--- src/sv/nfa_pkg.sv ---
package nfa_pkg;

    // Default geometry; both must be powers of two.
    localparam int DEF_BLK_BYTES   = 256;
    localparam int DEF_BLOCK_COUNT = 64;

    localparam int QUEUE_DEPTH = 2;

    localparam int ADDR_W    = 32;
    localparam int LENGTH_W  = 15;
    localparam int CFG_ADDR_W = 3;

    localparam logic [7:0] ERASED_BYTE = 8'hFF;

    // Register index carried by paddr[2].
    localparam logic REG_BASE_ADDRESS = 1'b0;

    typedef enum logic [1:0] {
        OP_READ      = 2'd0,
        OP_PROG      = 2'd1,
        OP_ERASE     = 2'd2,
        OP_ERASE_ALL = 2'd3
    } t_op;

    typedef struct packed {
        t_op                 op;
        logic [ADDR_W-1:0]   address;
        logic [7:0]          data;
        logic [LENGTH_W-1:0] length;
    } t_item;

    typedef struct packed {
        logic       ok;
        logic [7:0] read_data;
    } t_result;

    typedef struct packed {
        logic clearing;
    } t_back_status;

endpackage

--- src/sv/nfa_queue.sv ---
module nfa_queue #(
    parameter type t_cmd = logic,
    parameter int  DEPTH = nfa_pkg::QUEUE_DEPTH
) (
    input  logic i_clk,
    input  logic i_rst_n,
    input  logic i_push,
    input  t_cmd i_cmd,
    input  logic i_pop,
    output t_cmd o_cmd,
    output logic o_empty,
    output logic o_full
);
    import nfa_pkg::*;

    localparam int PW = $clog2(DEPTH);
    localparam int CW = $clog2(DEPTH + 1);

    t_cmd          r_entry [DEPTH];
    logic [PW-1:0] r_wr_ptr;
    logic [PW-1:0] r_rd_ptr;
    logic [CW-1:0] r_count;
    logic [PW-1:0] n_wr_ptr;
    logic [PW-1:0] n_rd_ptr;
    logic [CW-1:0] n_count;

    assign o_cmd   = r_entry[r_rd_ptr];
    assign o_empty = (r_count == '0);
    assign o_full  = (r_count == CW'(DEPTH));

    always_comb begin
        n_wr_ptr = r_wr_ptr;
        n_rd_ptr = r_rd_ptr;
        n_count  = r_count;
        if (i_push) begin
            n_wr_ptr = (r_wr_ptr == PW'(DEPTH - 1)) ? '0 : r_wr_ptr + PW'(1);
        end
        if (i_pop) begin
            n_rd_ptr = (r_rd_ptr == PW'(DEPTH - 1)) ? '0 : r_rd_ptr + PW'(1);
        end
        if (i_push && !i_pop) begin
            n_count = r_count + CW'(1);
        end else if (i_pop && !i_push) begin
            n_count = r_count - CW'(1);
        end
    end

    always_ff @(posedge i_clk) begin
        if (!i_rst_n) begin
            r_wr_ptr <= '0;
            r_rd_ptr <= '0;
            r_count  <= '0;
        end else begin
            r_wr_ptr <= n_wr_ptr;
            r_rd_ptr <= n_rd_ptr;
            r_count  <= n_count;
        end
    end

    always_ff @(posedge i_clk) begin
        if (i_push) begin
            r_entry[r_wr_ptr] <= i_cmd;
        end
    end

endmodule

--- config.mk ---
export PLATFORM = sky130hd
export DESIGN_NAME = nfa_queue
export DESIGN_NICKNAME = d
export VERILOG_FILES = /design/src/sv/nfa_pkg.sv /design/src/sv/nfa_queue.sv
export SDC_FILE = /design/constraint.sdc
export NUM_CORES = 1
export LEC_CHECK = 0
export BUFFER_PORTS_ARGS = -buffer_cell sky130_fd_sc_hd__buf_2
export CAP_MARGIN = 20
export CELL_PAD_IN_SITES_DETAIL_PLACEMENT = 0
export CELL_PAD_IN_SITES_GLOBAL_PLACEMENT = 2
export CORE_AREA = 2 2 39 41
export CTS_BUF_LIST = sky130_fd_sc_hd__clkbuf_16
export DETAILED_ROUTE_END_ITERATION = 12
export DIE_AREA = 0 0 41 43
export PLACE_DENSITY = 0.64
export SLEW_MARGIN = 20
export SYNTH_ARGS = -nofsm -noshare
export SYNTH_HDL_FRONTEND = slang
export SYNTH_SLANG_ARGS = --single-unit
--- constraint.sdc ---
create_clock -name i_clk -period 0.95 [get_ports i_clk]
set_input_delay 0.0475 -clock i_clk [delete_from_list [all_inputs] [get_ports i_clk]]
set_output_delay 0.0475 -clock i_clk [all_outputs]
set_load 0.02 [all_outputs]
==> impl_metrics.ini <==
[timing]
min_period_over_period_pct = 108.7
rsz0062_at_grt = true
hold_violations = 0
final.setup_skew_ns = 0.001744
worst_pin_slew_ns = 0.1808
maxSlewViolCount = 0
fmax_mhz = 968.1
setup_viol = 3
min_period_ns = 1.033
setup_slack_ns = -0.08291
slew_headroom_pct = 87.92

[global_routing]
grt_pass1_wl_um = 814
grt_util_all_layers_pct = 7.560
antenna_found_initial = 0
grt_max_degree = 6
grt_pass1_vias = 220
gr-total-overflow = 0

[floorplanning]
die_x_um = 41
die-area_um2 = 1763
core_um2 = 1384
start_util_pct = 20.98
rows = 14
die_h_um = 43
ioPinCount = 8

[pwr]
p_leak_nw = 0.2211
clkPwrFrac_pct = 55.9
ir_drop_mv = 0.8201
intPower_uw = 999.8
cellPowerDensity_nw_per_um2 = 2603
power_mw = 1.244
power_frac_seq_pct = 28.8
switchingPower_uw = 244.4
p_sw_share_pct = 19.64
comb_power_share_pct = 15.4

[setup_path]
worst-path-max-fanout = 3
cp.required_ns = 0.90
cp_num_buf_inv = 2
critPathMaxStageDelay_ns = 0.33
cp_slowest_cell = dfxtp_2
startpoint_type = register
worstPathCellList = buf_6 > and2b_2 > buf_6
cpMostUsedCell = buf_6
cp_top_family = flip-flops
worstPathArrival_ns = 0.99
path_class = register to output port
crit_path_end_kind = output port

[outcome]
violations = setup timing
status = finished, violations left

[detailed_routing]
wl_per_cell_um = 8.393
vias = 224
drtAntennaViolNets = 0
drc_errors = 0
drt-initial-drc-count = 4
dr.pass1.iters = 4
routed_via_density = 4.000
wirelength_um = 470

[clocking]
clk_pin_slew_ns = 0.04
cts-buffers-inserted = 3
cts_tree = built
cts_root_buf = clkbuf_16
clock_latency_ns = 0.23
cts_hold_buffers = 0
htreeDepth = 1
clkSinkCount = 7
cts_max_path_buffers = 2

[run]
cap_violations = 0

[cells_and_area]
area_growth_syn_to_layout_pct = 64.66
fin_nets = 47
final_util_pct = 34.54
drive_gt1_share_pct = 42.50
antennaDiodeCount = 0
final_cell_mix = and2_1 (4), dfxtp_1 (4), buf_2 (4), buf_4 (4)
fill_cells = 140

[yosys]
syn_nets = 31
synth.distinct_cells = 15
ys_ff_latch = 7
synth_top_area_share_pct = 34.48
synth-seq-area-share_pct = 55.17
syn_avg_cell_area_um2 = 11.61
synth_area_um2 = 290.3
synthTopCellsByArea = dfxtp_1 (34%), edfxtp_1 (21%), and2_1 (8.6%), xor2_1 (6.0%), ha_1 (4.3%)
synth_cells = 25
synth_top_cell_by_area = dfxtp_1
synth_warnings = 0

[placed_design]
gp_congestion = 0.6785
io_buffers = 7

[min_path]
hp-class = input port to register
==> cell families (layout without fill, tap and decap cells) <==
kind of cell	after synthesis	count (layout)	share of synthesized area, %
simple gates	9	9	19.40
flops	7	7	55.17
compound gates	3	3	6.897
xor+xnor	3	3	9.053
fa+ha+maj	1	1	4.310
mux	1	1	3.879
buf+inv	1	16	1.292
==> layout make-up <==
type,instances,area [um^2],area share [%]
flip-flops and latches,7,161.4,33.77
multi-input cells,17,130.1,27.23
repair buffers,11,83.83,17.54
clock buffers,3,75.07,15.71
well taps,16,20.02,4.188
clock inverters,1,3.754,0.7853
inverters,1,3.754,0.7853
==> Yosys cell counts <==
cell type,n
a21boi_1,1
and2_1,4
and2b_2,1
dfxtp_1,5
edfxtp_1,2
ha_1,1
inv_1,1
mux2_2,1
nor2_1,1
nor2b_1,2
o21a_1,1
o21ai_0,1
or3_1,1
xnor2_1,1
xor2_1,2
==> per-stage QoR <==
step	cell area, um^2	setup TNS, ns	hold slack [ns]	worst slack (ns)	cells
final	478.0	-0.1843	0.01034	-0.08291	56
after global routing	478.0	-0.2718	0.008570	-0.1100	56
after CTS	475.5	-0.1992	0.007715	-0.09088	56
after detailed placement	369.1	-0.09464	0.2443	-0.05505	51
after global placement	369.1	-0.05889	0.2369	-0.03251	51
after floorplan	291.5	0	0.1464	0.01251	25
==> path summary, 6_finish.rpt <==
path | cells past startpoint | start | slack, ns | end
min | 1 | i_cmd | 0.01 | r_entry[1]
min reg2reg | 2 | r_count[1] | 0.52 | r_count[1]
max | 3 | r_count[0] | -0.08 | o_full
max reg2reg | 3 | r_count[0] | -0.02 | r_count[1]
==> layer usage <==
metal	vias to the layer above	track usage, %	share of wire [%]	routed length (um)
met4	0	8.000	1.3	6
met1	98	7.166	41	191
met3	2	4.712	7.4	35
met2	11	10.00	50	237
met5	-	0	0	0
li1	113	-	-	-
==> worst reg2reg max path, stage by stage (launching register included) <==
cell	delay, ns
dfxtp_2	0.32
xor2_1	0.16
or3_1	0.31
a21boi_1	0.12
==> power by group through the flow <==
| stage | Clock (mW) | Sequential [mW] | Combinational (mW) |
|---|---|---|---|
| 3_5_place_dp | 0 | 0.361 | 0.158 |
| 4_1_cts | 0.714 | 0.358 | 0.188 |
| 3_3_place_gp | 0 | 0.359 | 0.153 |
| 2_1_floorplan | 0 | 0.360 | 0.0962 |
| 5_1_grt | 0.736 | 0.361 | 0.209 |
| 6_report | 0.695 | 0.358 | 0.191 |
==> what timing repair did <==
item                                    in CTS  in global routing
buffers inserted                             1                  0
resized for setup                            6                  1
endpoints found under the setup margin       4                  5
pin swaps                                    0                  1
(Power assumes the default switching activity.)
